## config.mk

```make
export PLATFORM = sky130hd
export DESIGN_NAME = quadrature_pid_stepper_position_loop
export DESIGN_NICKNAME = d
export VERILOG_FILES = /design/src/qps_pkg.sv /design/src/qps_ctrl.sv /design/src/qps_datapath.sv /design/src/quadrature_pid_stepper_position_loop.sv
export VERILOG_INCLUDE_DIRS = /design/src /design/src/src
export SDC_FILE = /design/constraint.sdc
export NUM_CORES = 2
export LEC_CHECK = 0
export ABC_AREA = 1
export ABC_CLOCK_PERIOD_IN_PS = 10420
export BUFFER_PORTS_ARGS = -buffer_cell sky130_fd_sc_hd__buf_2
export CORE_AREA = 5 5 417 522
export CTS_BUF_LIST = sky130_fd_sc_hd__clkbuf_2
export DETAILED_ROUTE_END_ITERATION = 8
export DIE_AREA = 0 0 422 527
export PLACE_DENSITY_LB_ADDON = 0.1
export SLEW_MARGIN = 20
export SYNTH_ARGS = -nofsm -noshare
export SYNTH_HDL_FRONTEND = slang
export SYNTH_SLANG_ARGS = --single-unit
```

## constraint.sdc

```tcl
create_clock -name clk_i -period 10.42 [get_ports clk_i]
set_input_delay 2.605 -clock clk_i [delete_from_list [all_inputs] [get_ports clk_i]]
set_output_delay 2.605 -clock clk_i [all_outputs]
set_load 0.05 [all_outputs]
```

## src/quadrature_pid_stepper_position_loop_macros.svh

```systemverilog
// Assertion macros for the position loop
`ifndef QUADRATURE_PID_STEPPER_POSITION_LOOP_MACROS_SVH
`define QUADRATURE_PID_STEPPER_POSITION_LOOP_MACROS_SVH
`define QPS_ASSERT_IMP(lbl, ante, cons, msg) \
  lbl: assert property (@(posedge clk_i) disable iff (!rst_ni) (ante) |-> (cons)) \
    else $error(msg);
`define QPS_ASSERT_NXT(lbl, ante, cons, msg) \
  lbl: assert property (@(posedge clk_i) disable iff (!rst_ni) (ante) |=> (cons)) \
    else $error(msg);
`endif

```

## src/qps_pkg.sv

```systemverilog
`timescale 1ns / 1ps
`default_nettype none
package qps_pkg;
  localparam int unsigned TickHz   = 1000000;
  localparam int          RateMax  = 1000000;
  localparam int unsigned HalfMax  = 524287;
  localparam int unsigned DivBits  = 21;

  typedef enum logic [3:0] {
    ST_IDLE, ST_ENC, ST_MUL_P, ST_MUL_I, ST_MUL_D, ST_RATE,
    ST_STEP, ST_DIV, ST_HP, ST_OUT
  } state_e;

  typedef enum logic [1:0] {
    PH_SAMPLE = 2'd0, PH_HIGH = 2'd1, PH_LOW = 2'd2, PH_WAIT = 2'd3
  } phase_e;

  typedef enum logic [2:0] {
    REG_KP, REG_KI, REG_KD, REG_ILIM, REG_CPER, REG_MINHP, REG_TPR, REG_IDLE
  } reg_e;

  typedef struct packed {
    logic load;
    logic enc;
    logic mul_p;
    logic mul_i;
    logic mul_d;
    logic rate;
    logic step;
    logic div;
    logic hp;
  } cmd_t;

  typedef struct packed {
    logic pid_due;
    logic need_div;
    logic div_done;
  } stat_t;

  typedef struct packed {
    logic signed [15:0] kp;
    logic signed [15:0] ki;
    logic signed [15:0] kd;
    logic [23:0]        ilim;
    logic [15:0]        cper;
    logic [15:0]        minhp;
    logic [14:0]        tpr;
    logic [15:0]        idle;
  } cfg_t;

  function automatic logic signed [1:0] quad_delta(input logic [3:0] idx);
    logic signed [1:0] r;
    unique case (idx)
      4'd1, 4'd7, 4'd8, 4'd14: r = -2'sd1;
      4'd2, 4'd4, 4'd11, 4'd13: r = 2'sd1;
      default: r = 2'sd0;
    endcase
    return r;
  endfunction
endpackage
`default_nettype wire

```

## src/qps_ctrl.sv

```systemverilog
`timescale 1ns / 1ps
`default_nettype none
module qps_ctrl import qps_pkg::*; (
  input  wire  clk_i,
  input  wire  rst_ni,
  input  wire  in_fire_i,
  input  wire  out_busy_i,
  input  stat_t stat_i,
  output cmd_t cmd_o,
  output logic busy_o,
  output logic out_load_o
);
  state_e state_q, state_d;

  always_ff @(posedge clk_i or negedge rst_ni) begin
    if (!rst_ni) state_q <= ST_IDLE;
    else state_q <= state_d;
  end

  always_comb begin
    state_d = state_q;
    unique case (state_q)
      ST_IDLE:  if (in_fire_i) state_d = ST_ENC;
      ST_ENC:   state_d = stat_i.pid_due ? ST_MUL_P : ST_STEP;
      ST_MUL_P: state_d = ST_MUL_I;
      ST_MUL_I: state_d = ST_MUL_D;
      ST_MUL_D: state_d = ST_RATE;
      ST_RATE:  state_d = ST_STEP;
      ST_STEP:  state_d = stat_i.need_div ? ST_DIV : ST_OUT;
      ST_DIV:   if (stat_i.div_done) state_d = ST_HP;
      ST_HP:    state_d = ST_OUT;
      ST_OUT:   if (!out_busy_i) state_d = ST_IDLE;
      default:  state_d = ST_IDLE;
    endcase
  end

  always_comb begin
    cmd_o = '0;
    cmd_o.load = in_fire_i;
    busy_o = (state_q != ST_IDLE);
    out_load_o = 1'b0;
    unique case (state_q)
      ST_ENC:   cmd_o.enc = 1'b1;
      ST_MUL_P: cmd_o.mul_p = 1'b1;
      ST_MUL_I: cmd_o.mul_i = 1'b1;
      ST_MUL_D: cmd_o.mul_d = 1'b1;
      ST_RATE:  cmd_o.rate = 1'b1;
      ST_STEP:  cmd_o.step = 1'b1;
      ST_DIV:   cmd_o.div = 1'b1;
      ST_HP:    cmd_o.hp = 1'b1;
      ST_OUT:   out_load_o = !out_busy_i;
      default:  ;
    endcase
  end
endmodule
`default_nettype wire

```

## src/qps_datapath.sv

```systemverilog
`timescale 1ns / 1ps
`default_nettype none
module qps_datapath import qps_pkg::*; (
  input  wire                 clk_i,
  input  wire                 rst_ni,
  input  cmd_t                cmd_i,
  input  cfg_t                cfg_i,
  input  wire                 enc_a_i,
  input  wire                 enc_b_i,
  input  wire signed [13:0]   target_i,
  output stat_t               stat_o,
  output logic                step_o,
  output logic                dir_o,
  output logic signed [14:0]  pos_o,
  output logic signed [20:0]  rate_o,
  output logic signed [15:0]  err_o
);
  logic [1:0]         ab_q, last_ab_q;
  logic signed [13:0] tgt_q;
  logic signed [14:0] pos_q;
  logic signed [15:0] prev_err_q, err_q;
  logic signed [24:0] esum_q;
  logic [15:0]        pcnt_q;
  logic signed [20:0] rate_q;
  logic [18:0]        half_q, pcount_q;
  phase_e             phase_q;
  logic               dir_q;
  logic signed [41:0] acc_q;
  logic signed [16:0] ediff_q;
  // restoring divider: TickHz / (2*mag)
  logic [DivBits-1:0] quo_q;
  logic [21:0]        rem_q;
  logic [21:0]        dvs_q;
  logic [4:0]         dcnt_q;

  logic [15:0] cper_e, minhp_e, idle_e;
  logic signed [15:0] rev;
  assign cper_e  = (cfg_i.cper == 16'd0) ? 16'd1 : cfg_i.cper;
  assign minhp_e = (cfg_i.minhp == 16'd0) ? 16'd1 : cfg_i.minhp;
  assign idle_e  = (cfg_i.idle == 16'd0) ? 16'd1 : cfg_i.idle;
  always_comb begin
    if (cfg_i.tpr < 15'd16) rev = 16'sd16;
    else if (cfg_i.tpr > 15'd16384) rev = 16'sd16384;
    else rev = signed'({1'b0, cfg_i.tpr});
  end

  logic signed [15:0] pos_step, pos2;
  logic signed [15:0] err_c;
  logic signed [25:0] sum_c, lim_c;
  logic signed [24:0] sum_cl;
  assign pos_step = 16'(pos_q) + 16'(quad_delta({last_ab_q, ab_q}));
  assign pos2 = pos_step <<< 1;
  assign err_c = 16'(tgt_q) - 16'(pos_q);
  assign sum_c = 26'(esum_q) + 26'(err_c);
  assign lim_c = signed'({2'b00, cfg_i.ilim});
  always_comb begin
    if (sum_c > lim_c) sum_cl = 25'(lim_c);
    else if (sum_c < -lim_c) sum_cl = 25'(-lim_c);
    else sum_cl = 25'(sum_c);
  end

  logic signed [41:0] q_c;
  assign q_c = (acc_q + ((acc_q < 0) ? 42'sd255 : 42'sd0)) >>> 8;

  // step phase advance
  phase_e ph_n;
  logic [18:0] pc_n;
  always_comb begin
    ph_n = phase_q;
    pc_n = pcount_q;
    if (phase_q != PH_SAMPLE) begin
      if (pc_n != 19'd0) pc_n = pc_n - 19'd1;
      if (pc_n == 19'd0) begin
        if (phase_q == PH_HIGH) begin
          ph_n = PH_LOW;
          pc_n = half_q;
        end else begin
          ph_n = PH_SAMPLE;
        end
      end
    end
  end

  logic [20:0] mag;
  assign mag = 21'(rate_q < 0 ? -rate_q : rate_q);
  logic [21:0] rem_sh;
  assign rem_sh = {rem_q[20:0], 1'b0};

  always_ff @(posedge clk_i or negedge rst_ni) begin
    if (!rst_ni) begin
      last_ab_q <= '0; pos_q <= '0; prev_err_q <= '0; esum_q <= '0;
      pcnt_q <= '0; rate_q <= '0; half_q <= '0; pcount_q <= '0;
      phase_q <= PH_SAMPLE; dir_q <= 1'b0; dcnt_q <= '0;
    end else begin
      if (cmd_i.load) begin
        ab_q  <= {enc_a_i, enc_b_i};
        tgt_q <= target_i;
      end
      if (cmd_i.enc) begin
        if (pos2 > rev) pos_q <= 15'(pos_step - rev);
        else if (pos2 < -rev) pos_q <= 15'(pos_step + rev);
        else pos_q <= 15'(pos_step);
        last_ab_q <= ab_q;
        if (pcnt_q + 16'd1 >= cper_e) pcnt_q <= '0;
        else pcnt_q <= pcnt_q + 16'd1;
      end
      if (cmd_i.mul_p) begin
        err_q   <= err_c;
        esum_q  <= sum_cl;
        ediff_q <= 17'(err_c) - 17'(prev_err_q);
        acc_q   <= 42'(cfg_i.kp * err_c);
      end
      if (cmd_i.mul_i) acc_q <= acc_q + 42'(cfg_i.ki * esum_q);
      if (cmd_i.mul_d) acc_q <= acc_q + 42'(cfg_i.kd * ediff_q);
      if (cmd_i.rate) begin
        if (q_c > 42'sd1000000) rate_q <= 21'(RateMax);
        else if (q_c < -42'sd1000000) rate_q <= 21'(-RateMax);
        else rate_q <= 21'(q_c);
        prev_err_q <= err_q;
      end
      if (cmd_i.step) begin
        if (ph_n == PH_SAMPLE && rate_q == 21'sd0) begin
          phase_q  <= PH_WAIT;
          pcount_q <= 19'(idle_e);
        end else begin
          phase_q  <= ph_n;
          pcount_q <= pc_n;
        end
        if (ph_n == PH_SAMPLE && rate_q != 21'sd0) begin
          dir_q  <= (rate_q >= 0);
          dvs_q  <= {mag, 1'b0};
          rem_q  <= '0;
          quo_q  <= 21'(TickHz);
          dcnt_q <= 5'(DivBits);
        end
      end
      if (cmd_i.div && dcnt_q != 5'd0) begin
        if (rem_sh + 22'(quo_q[DivBits-1]) >= dvs_q) begin
          rem_q <= rem_sh + 22'(quo_q[DivBits-1]) - dvs_q;
          quo_q <= {quo_q[DivBits-2:0], 1'b1};
        end else begin
          rem_q <= rem_sh + 22'(quo_q[DivBits-1]);
          quo_q <= {quo_q[DivBits-2:0], 1'b0};
        end
        dcnt_q <= dcnt_q - 5'd1;
      end
      if (cmd_i.hp) begin
        // quotient fits 19 bits only when mag >= 1; saturate anyway
        if (quo_q > 21'(HalfMax)) begin
          half_q <= 19'(HalfMax); pcount_q <= 19'(HalfMax);
        end else if (quo_q < 21'(minhp_e)) begin
          half_q <= 19'(minhp_e); pcount_q <= 19'(minhp_e);
        end else begin
          half_q <= 19'(quo_q); pcount_q <= 19'(quo_q);
        end
        phase_q <= PH_HIGH;
      end
    end
  end

  assign stat_o.pid_due  = (pcnt_q + 16'd1 >= cper_e);
  assign stat_o.need_div = (ph_n == PH_SAMPLE) && (rate_q != 21'sd0);
  assign stat_o.div_done = (dcnt_q == 5'd0);

  assign step_o = (phase_q == PH_HIGH);
  assign dir_o  = dir_q;
  assign pos_o  = pos_q;
  assign rate_o = rate_q;
  assign err_o  = prev_err_q;
endmodule
`default_nettype wire

```

## src/quadrature_pid_stepper_position_loop.sv

```systemverilog
`timescale 1ns / 1ps
// Quadrature encoder position loop with PID and step/direction output.
// Input stream: one transaction per time tick, tdata = {target_position,
// enc_b, enc_a}. Output stream: one transaction per tick with step level,
// direction, wrapped position, PID rate and error.
// A plain tick runs the states ENC, STEP and OUT after acceptance; a PID
// tick adds MUL_P, MUL_I, MUL_D and RATE after ENC, and when the step
// generator samples a nonzero rate the bit-serial 21-step divider (DIV) and
// the half-period load (HP) follow STEP; OUT then loads the output register
// and m_axis_tvalid. The next tick is taken once the result is in the output
// register; the divider and the three sequential PID multiplies set how long each tick takes.
// A stalled output holds the block in its output state and s_axis_tready
// stays low until the result is taken.
// Reset clears position, rate and step state; registers return to their defaults. The
// APB port writes registers at 4*index; write only while idle.
`default_nettype none
`include "quadrature_pid_stepper_position_loop_macros.svh"
module quadrature_pid_stepper_position_loop import qps_pkg::*; (
  input  wire         clk_i,
  input  wire         rst_ni,
  input  wire         s_axis_tvalid,
  output logic        s_axis_tready,
  input  wire  [15:0] s_axis_tdata,  // enc_a, enc_b, target_position[13:0]
  output logic        m_axis_tvalid,
  input  wire         m_axis_tready,
  // step_level, direction, position_now[14:0], rate_now[20:0], error_now[15:0]
  output logic [55:0] m_axis_tdata,
  input  wire         psel,
  input  wire         penable,
  input  wire         pwrite,
  input  wire  [4:0]  paddr,
  input  wire  [31:0] pwdata,
  output logic [31:0] prdata,
  output logic        pready
);
  cfg_t  cfg_q;
  cmd_t  cmd;
  stat_t stat;
  logic  busy, out_load, in_fire;
  logic  step, dir;
  logic signed [14:0] pos;
  logic signed [20:0] rate;
  logic signed [15:0] err;
  reg_e  widx;

  assign pready = 1'b1;
  assign widx = reg_e'(paddr[4:2]);

  always_ff @(posedge clk_i or negedge rst_ni) begin
    if (!rst_ni) begin
      cfg_q.kp <= 16'sd2560; cfg_q.ki <= '0; cfg_q.kd <= '0;
      cfg_q.ilim <= 24'd1000000; cfg_q.cper <= 16'd1000; cfg_q.minhp <= 16'd50;
      cfg_q.tpr <= 15'd5000; cfg_q.idle <= 16'd1000;
    end else if (psel && penable && pwrite) begin
      unique case (widx)
        REG_KP:    cfg_q.kp <= pwdata[15:0];
        REG_KI:    cfg_q.ki <= pwdata[15:0];
        REG_KD:    cfg_q.kd <= pwdata[15:0];
        REG_ILIM:  cfg_q.ilim <= pwdata[23:0];
        REG_CPER:  cfg_q.cper <= pwdata[15:0];
        REG_MINHP: cfg_q.minhp <= pwdata[15:0];
        REG_TPR:   cfg_q.tpr <= pwdata[14:0];
        REG_IDLE:  cfg_q.idle <= pwdata[15:0];
        default:   ;
      endcase
    end
  end

  always_comb begin
    unique case (widx)
      REG_KP:    prdata = 32'(unsigned'(cfg_q.kp));
      REG_KI:    prdata = 32'(unsigned'(cfg_q.ki));
      REG_KD:    prdata = 32'(unsigned'(cfg_q.kd));
      REG_ILIM:  prdata = 32'(cfg_q.ilim);
      REG_CPER:  prdata = 32'(cfg_q.cper);
      REG_MINHP: prdata = 32'(cfg_q.minhp);
      REG_TPR:   prdata = 32'(cfg_q.tpr);
      REG_IDLE:  prdata = 32'(cfg_q.idle);
      default:   prdata = '0;
    endcase
  end

  assign s_axis_tready = !busy;
  assign in_fire = s_axis_tvalid && s_axis_tready;

  qps_ctrl u_ctrl (
    .clk_i, .rst_ni, .in_fire_i(in_fire), .out_busy_i(m_axis_tvalid && !m_axis_tready),
    .stat_i(stat), .cmd_o(cmd), .busy_o(busy), .out_load_o(out_load)
  );

  qps_datapath u_dp (
    .clk_i, .rst_ni, .cmd_i(cmd), .cfg_i(cfg_q),
    .enc_a_i(s_axis_tdata[0]), .enc_b_i(s_axis_tdata[1]),
    .target_i(signed'(s_axis_tdata[15:2])), .stat_o(stat),
    .step_o(step), .dir_o(dir), .pos_o(pos), .rate_o(rate), .err_o(err)
  );

  always_ff @(posedge clk_i or negedge rst_ni) begin
    if (!rst_ni) m_axis_tvalid <= 1'b0;
    else if (out_load) m_axis_tvalid <= 1'b1;
    else if (m_axis_tready) m_axis_tvalid <= 1'b0;
  end

  always_ff @(posedge clk_i) begin
    if (out_load) m_axis_tdata <= {2'b00, err, rate, pos, dir, step};
  end

  `QPS_ASSERT_IMP(a_no_accept_busy, busy, !s_axis_tready, "accept while busy")
  `QPS_ASSERT_NXT(a_load_valid, out_load, m_axis_tvalid, "result not presented")
  `QPS_ASSERT_IMP(a_pad_zero, m_axis_tvalid, m_axis_tdata[55:54] == 2'b00, "pad bits set")
endmodule
`default_nettype wire
```

# Word level (Yosys, flattened, before mapping)
# Memories as Yosys holds them, arrays and structs flattened.
# Cells that the tools add are included.
# W data, S select, Z words.
word_totals:
  word_cells: 195
  memories: 1
  ff_bits: 489
  inputBits: 60
  output_inout_bits: 91
  rom_bits: 32
mem_list:
  columns: ["name", "words", "width", "read_ports", "rd_clocked_by_memory_dff", "write_ports", "line_no", "rtl"]
  rows:
  - ["(no name shown)", 16, 2, 1, 0, 0, "qps_pkg.sv:53", "unique case (idx)"]
classes:
  muxes: 62
  n_mul: 3
  n_addsub: 17
  n_reduce_logical: 47
  eq_ne: 20
  n_lt_le_gt_ge: 15
ops:
  columns: ["cell", "count"]
  rows:
  - ["$pmux W32 S8", 1]
  - ["$mux W21", 10]
  - ["$mux W19", 10]
  - ["$mux W42", 3]
  - ["$add A42 B42 Y42", 2]
  - ["$mux W16", 4]
  - ["$mux W15", 4]
  - ["$mux W25", 2]
  - ["$logic_not A16 Y1", 3]
  - ["$add A42 B9 Y42", 1]
  - ["$lt A42 B1 Y1 const B", 1]
  - ["$mul A16 B25 Y41", 1]
  - ["$pmux W4 S10", 1]
  - ["$gt A34 B21 Y1 const B", 1]
  - ["$lt A34 B21 Y1 const B", 1]
  - ["$mul A16 B17 Y33", 1]
  - ["$mul A16 B16 Y32", 1]
  - ["$reduce_and A2 Y1", 14]
  - ["$add A25 B16 Y26", 1]
  - ["$gt A26 B25 Y1", 1]
  - ["$lt A26 B26 Y1", 1]
  - ["$neg A24 Y26", 1]
  - ["$add A22 B1 Y22", 1]
  - ["$ge A22 B22 Y1", 1]
  - ["other kinds (50)", 97]

# Longest topological paths before layout
depth:
  word_depth: 11
  depth_mapped: 46
  mapped_depth_nobuf: 46

# By module
# A second synthesis with hierarchy kept.
unflattened:
  cells_unflattened: 9419
  hier_area_um2: 73625.6
by_module_without_submodules:
  columns: ["mod", "cells_each", "area_each_um2", "n_inst", "seq_area_each_um2"]
  rows:
  - ["qps_datapath", 8517, 65175.0, 1, 8152.8]
  - ["quadrature_pid_stepper_position_loop", 841, 8116.5, 1, 5061.1]
  - ["qps_ctrl", 61, 334.1, 1, 100.1]

# Worst setup path before layout
# OpenSTA, ideal clock, no wires.
synth_timing:
  path_type: "register to register"
  start: "register cfg_q[88] (netlist name)"
  end: "register u_dp.acc_q[41], data pin"
  path_stages_with_launch: 38
  arrival_time_ns: 7.563
  setup_time_ns: 0.260
  required_ns: 10.160
  period_less_slack_ns: 7.823
  path_buffers: 2
  setup_slack_ns: 2.597
  path_cell_list: "dfrtp_1 clkbuf_1 buf_1 nand2_1 fa_1 inv_1 fa_1 inv_1 fa_1 inv_1 fa_1 inv_1 fa_1 inv_1 fa_1 ha_1 nand2_1 nor2_1 [2 not listed] a21boi_0 o21ai_0 a21boi_0 o21bai_1 xor2_1 ha_1 nand2_1 nor2_1 inv_1 nor2_1 inv_1 nor3_1 o21ai_0 nand3_1 xor2_1 nor2_1 nor3_1 a21oi_1"
synth_between:
  elab_chain_cells: 3
synth_lines:
  columns: ["element", "line_no", "rtl"]
  rows:
  - ["start: declaration", "quadrature_pid_stepper_position_loop.sv:36", "cfg_t cfg_q;"]
  - ["$mul A16 B17 Y33", "qps_datapath.sv:114", "if (cmd_i.mul_d) acc_q <= acc_q + 42'(cfg_i.kd * ediff_q);"]
  - ["$add A42 B42 Y42", "qps_datapath.sv:114", null]
  - ["$mux W42", "qps_datapath.sv:114", null]
  - ["end signal: assignment", "qps_datapath.sv:111", "acc_q <= 42'(cfg_i.kp * err_c);"]
  - ["end signal: assignment", "qps_datapath.sv:113", "if (cmd_i.mul_i) acc_q <= acc_q + 42'(cfg_i.ki * esum_q);"]
  - ["end signal: assignment", "qps_datapath.sv:114", null]
  - ["end: declaration", "qps_datapath.sv:28", "logic signed [41:0] acc_q;"]
# Every way passes these cells.
# A chain may end at the register's enable or synchronous reset.

# Worst setup path in the final report
layout_timing:
  start: "register cfg_q[102] (netlist name)"
  end: "register u_dp.acc_q[39], data pin"
# Same word-level chain as after synthesis.

==> summary.md <==
| Metric | Value |
|---|---|
| Chip Height | `527 um` |
| Crit path DAT | `10790 ps` |
| Clock Pin Slew Worst Setup and Hold Paths | `110 ps` |
| Hold-fix buffers, CTS | `0` |
| Post-place setup slack | `868 ps` |
| Crit-path max cell delay | `620 ps` |
| Design area | `79100 um^2` |
| Starting density of the core | `34.9%` |
| CTS tree | `yes` |
| Hold EP | `u_dp.err_o[1]` |
| Fin. Hold Viols | `0` |
| RSZ-0062 raised after global routing | `no` |
| CORE AREA | `212000 um^2` |
| Drt pass-1 iters | `8` |
| Slew Limit Fails | `0` |
| Largest net degree at the start of global routing | `128` |
| Crit share post-route | `91.2%` |
| Initial DRC Count | `4158` |
| Row count | `189` |
| Routed Wire Length | `273000 um` |
| Setup violators final | `0` |
| Minimum clock period | `9500 ps` |
| Reg2Reg Setup Slack | `920 ps` |
| H-tree depth | `4` |
| Area delta synth->final | `7.21%` |
| Yosys Warn Count | `0` |
| Critical path type | `reg -> reg` |
| Grt ovf | `0` |
| # DRC | `0` |
| DR vias | `64200` |
| FF-to-FF End | `u_dp.acc_q[39]` |
| Rel. slew slack | `27.1%` |
| Mapped Cells | `9859` |
| Avg WL per Cell | `21.3 um` |
| Syn Std Cell Area | `73800 um^2` |
| Clk_lat worst skew | `1610 ps` |
| Outcome | `complete, no violations` |
| Worst Path Required | `11710 ps` |
| #FFs+latches synth | `489` |
| Sequential-to-total area share from yosys stat | `18.0%` |
| Vias per inst | `5.00` |
| Worst path slowest cell | `dfrtp_1` |
| Register-to-Register Path Depth | `32` |
| CTS sink cnt | `489` |
| Final net count | `11500` |
| Clock Skew | `218 ps` |
| Hold Crit Start | `u_dp.err_q[1]` |
| Hold Path Depth | `2` |
| Setup ws final | `919 ps` |
| PostCTS Resize Cnt | `0` |
| GPL Wtd Cong | `0.976` |
| Share of layout cells above drive strength 1 | `6.16%` |
| Die Area | `222000 um^2` |
| Worst R2R Start | `cfg_q[102]` |
| Final ANT Viol Nets | `0` |
| Fmax | `105 MHz` |
| Post-synth EDFFs | `208` |
| Vias in the first global route | `67300` |
| Final TNS setup | `0 ps` |
| Hold WC Path Type | `reg -> reg` |
| Placed cell area | `77800 um^2` |
| Global-route wire length before repair | `416000 um` |
| # Max-Cap Violations | `0` |
| Worst Path Max Fanout | `11` |
| CTS Root Cell | `clkbuf_2` |
| Cts bufs inserted | `135` |
| Netlist cell types | `60` |
| CTS max path bufs | `3` |
| Most used cell, CP | `fa_1` |
| Hpwl dp | `229000 um` |
| Die X | `422 um` |
| Syn avg cell area | `7.49 um^2` |
| Setup bufs post-CTS | `0` |
| Tightest Pin Transition | `1090 ps` |
| Primary FF master, synth | `dfrtp_1` |
| GRT Total Usage | `24.5%` |
| CP Launch Type | `register` |
| Crit path capture type | `register` |
| Initial antenna violation count | `25` |
| Io pins | `151` |
| Buffers on Ports | `129` |
| Async set or reset register ratio after synthesis | `57.5%` |
-- state kept, by name (all words and copies together) (netlist names), 17 cells and up --
register	flops
cfg_q	135
m_axis_tdata	54
u_dp.acc_q	42
u_dp.dvs_q	21
u_dp.ediff_q	17
u_dp.esum_q	25
u_dp.half_q	19
u_dp.pcount_q	19
u_dp.quo_q	21
u_dp.rate_o	21
u_dp.rem_q	21
-- placed cells by master, fill, tap and decap left out, types with 7 or more instances in the layout --
master and count:
nand2_1 2470, inv_1 2149, fa_1 935, nor2_1 688
ha_1 594, o21ai_0 480, a21oi_1 438, nand3_1 363
dfrtp_1 247, clkbuf_2 211, edfxtp_1 208, xor2_1 179
buf_4 133, buf_2 128, nand4_1 100, xnor2_1 95
nor3_1 93, a31oi_1 55, or2_2 51, o22ai_1 47
o21bai_1 42, a21o_1 38, dfstp_2 29, o211ai_1 28
clkinv_1 26, a221oi_1 23, nand3b_1 20, nor4_1 17
o21a_1 16, diode_2 13, conb_1 13, a21boi_0 11
a211oi_1 10, nand2_2 9, o2111ai_1 8, o31ai_1 7
o21ai_1 7
-- metal layers --
layer  up-vias  GRT usage, %  share of wire [%]
met4         4          9.52                4.2
met2      1492          44.1                 50
li1      30600             -                  -
met5         -             0             0.0095
met3       406          2.61                4.2
met1     31700          30.1                 41
-- per-stage QoR --
step / hold slack [ps] / util, % / cells
after floorplan: 423 / - / 9870
after global placement: 430 / 36.7 / 12600
after detailed placement: 437 / 36.7 / 12600
after CTS: 376 / 37.4 / 12800
after global routing: 438 / 37.4 / 12800
final: 430 / 37.4 / 12800
-- how the worst max path moves through the flow --
stage,cells past startpoint,endpoint,slack [ps],from
3_3_place_gp,34,u_dp.acc_q[39],880,cfg_q[91]
4_1_cts,28,u_dp.acc_q[36],900,cfg_q[89]
6_report,32,u_dp.acc_q[39],920,cfg_q[102]
3_5_place_dp,28,u_dp.acc_q[36],870,cfg_q[89]
2_1_floorplan,37,u_dp.acc_q[41],2600,cfg_q[88]
5_1_grt,33,u_dp.acc_q[39],240,cfg_q[90]
-- critical path, delay by kind of cell (launching register included) --
kind / cells / cell delay, ps
adder cells (fa/ha/maj): 8 / 3720
AO/OA/AOI/OAI: 9 / 2540
AND/OR/NAND/NOR: 10 / 1400
flip-flops: 1 / 620
XOR/XNOR: 1 / 530
buffers and inverters: 4 / 480
-- cells by family (layout without fill, tap and decap cells) --
group           after synthesis  count (layout)  share of synthesized area (%)
simple gates               3846            3846                           21.2
buf+inv                    2485            2670                           12.8
fa+ha+maj                  1529            1529                           35.4
compound gates             1232            1232                           9.30
flops                       489             489                           18.0
xor+xnor                    275             275                           3.26
other cells                   2              26                         0.0102
mux                           1               1                         0.0136
-- layout make-up --
class | instances | area [um^2]
tap | 2769 | 3460
multi-input combinational | 6896 | 51200
clock inverter | 36 | 249
timing repair buffer | 264 | 1690
clock buffer | 211 | 1060
inverter | 2159 | 8110
antenna | 13 | 32.5
sequential | 489 | 13300
fill | 22600 | 133000
-- cells in the mapped netlist, types with 4 or more instances --
| cell | number | area, um^2 |
|---|---|---|
| a211oi_1 | 10 | 75.1 |
| a21boi_0 | 11 | 82.6 |
| a21o_1 | 38 | 285 |
| a21oi_1 | 440 | 2200 |
| a221oi_1 | 23 | 201 |
| a31o_2 | 4 | 35.0 |
| a31oi_1 | 55 | 344 |
| and3_1 | 6 | 37.5 |
| buf_1 | 14 | 52.6 |
| buf_2 | 14 | 70.1 |
| buf_4 | 13 | 97.6 |
| buf_6 | 4 | 45.0 |
| clkbuf_1 | 281 | 1050 |
| clkinv_1 | 7 | 26.3 |
| dfrtp_1 | 252 | 6310 |
| dfstp_2 | 29 | 762 |
| edfxtp_1 | 208 | 6250 |
| fa_1 | 935 | 18700 |
| ha_1 | 594 | 7430 |
| inv_1 | 2149 | 8070 |
| nand2_1 | 2472 | 9280 |
| nand2_2 | 7 | 43.8 |
| nand3_1 | 363 | 1820 |
| nand3b_1 | 20 | 150 |
| nand4_1 | 100 | 626 |
| nor2_1 | 695 | 2610 |
| nor2_2 | 5 | 31.3 |
| nor3_1 | 98 | 490 |
| nor4_1 | 17 | 106 |
| o2111ai_1 | 8 | 70.1 |
| o211ai_1 | 28 | 210 |
| o21a_1 | 16 | 120 |
| o21ai_0 | 480 | 2400 |
| o21ai_1 | 7 | 35.0 |
| o21bai_1 | 42 | 315 |
| o22ai_1 | 47 | 294 |
| o31ai_1 | 7 | 52.6 |
| or2_2 | 51 | 319 |
| xnor2_1 | 95 | 832 |
| xor2_1 | 180 | 1580 |
Power is left out: the tool's default activity adds up to more than one toggle a clock period on the data nets, which glitch-free logic cannot reach.
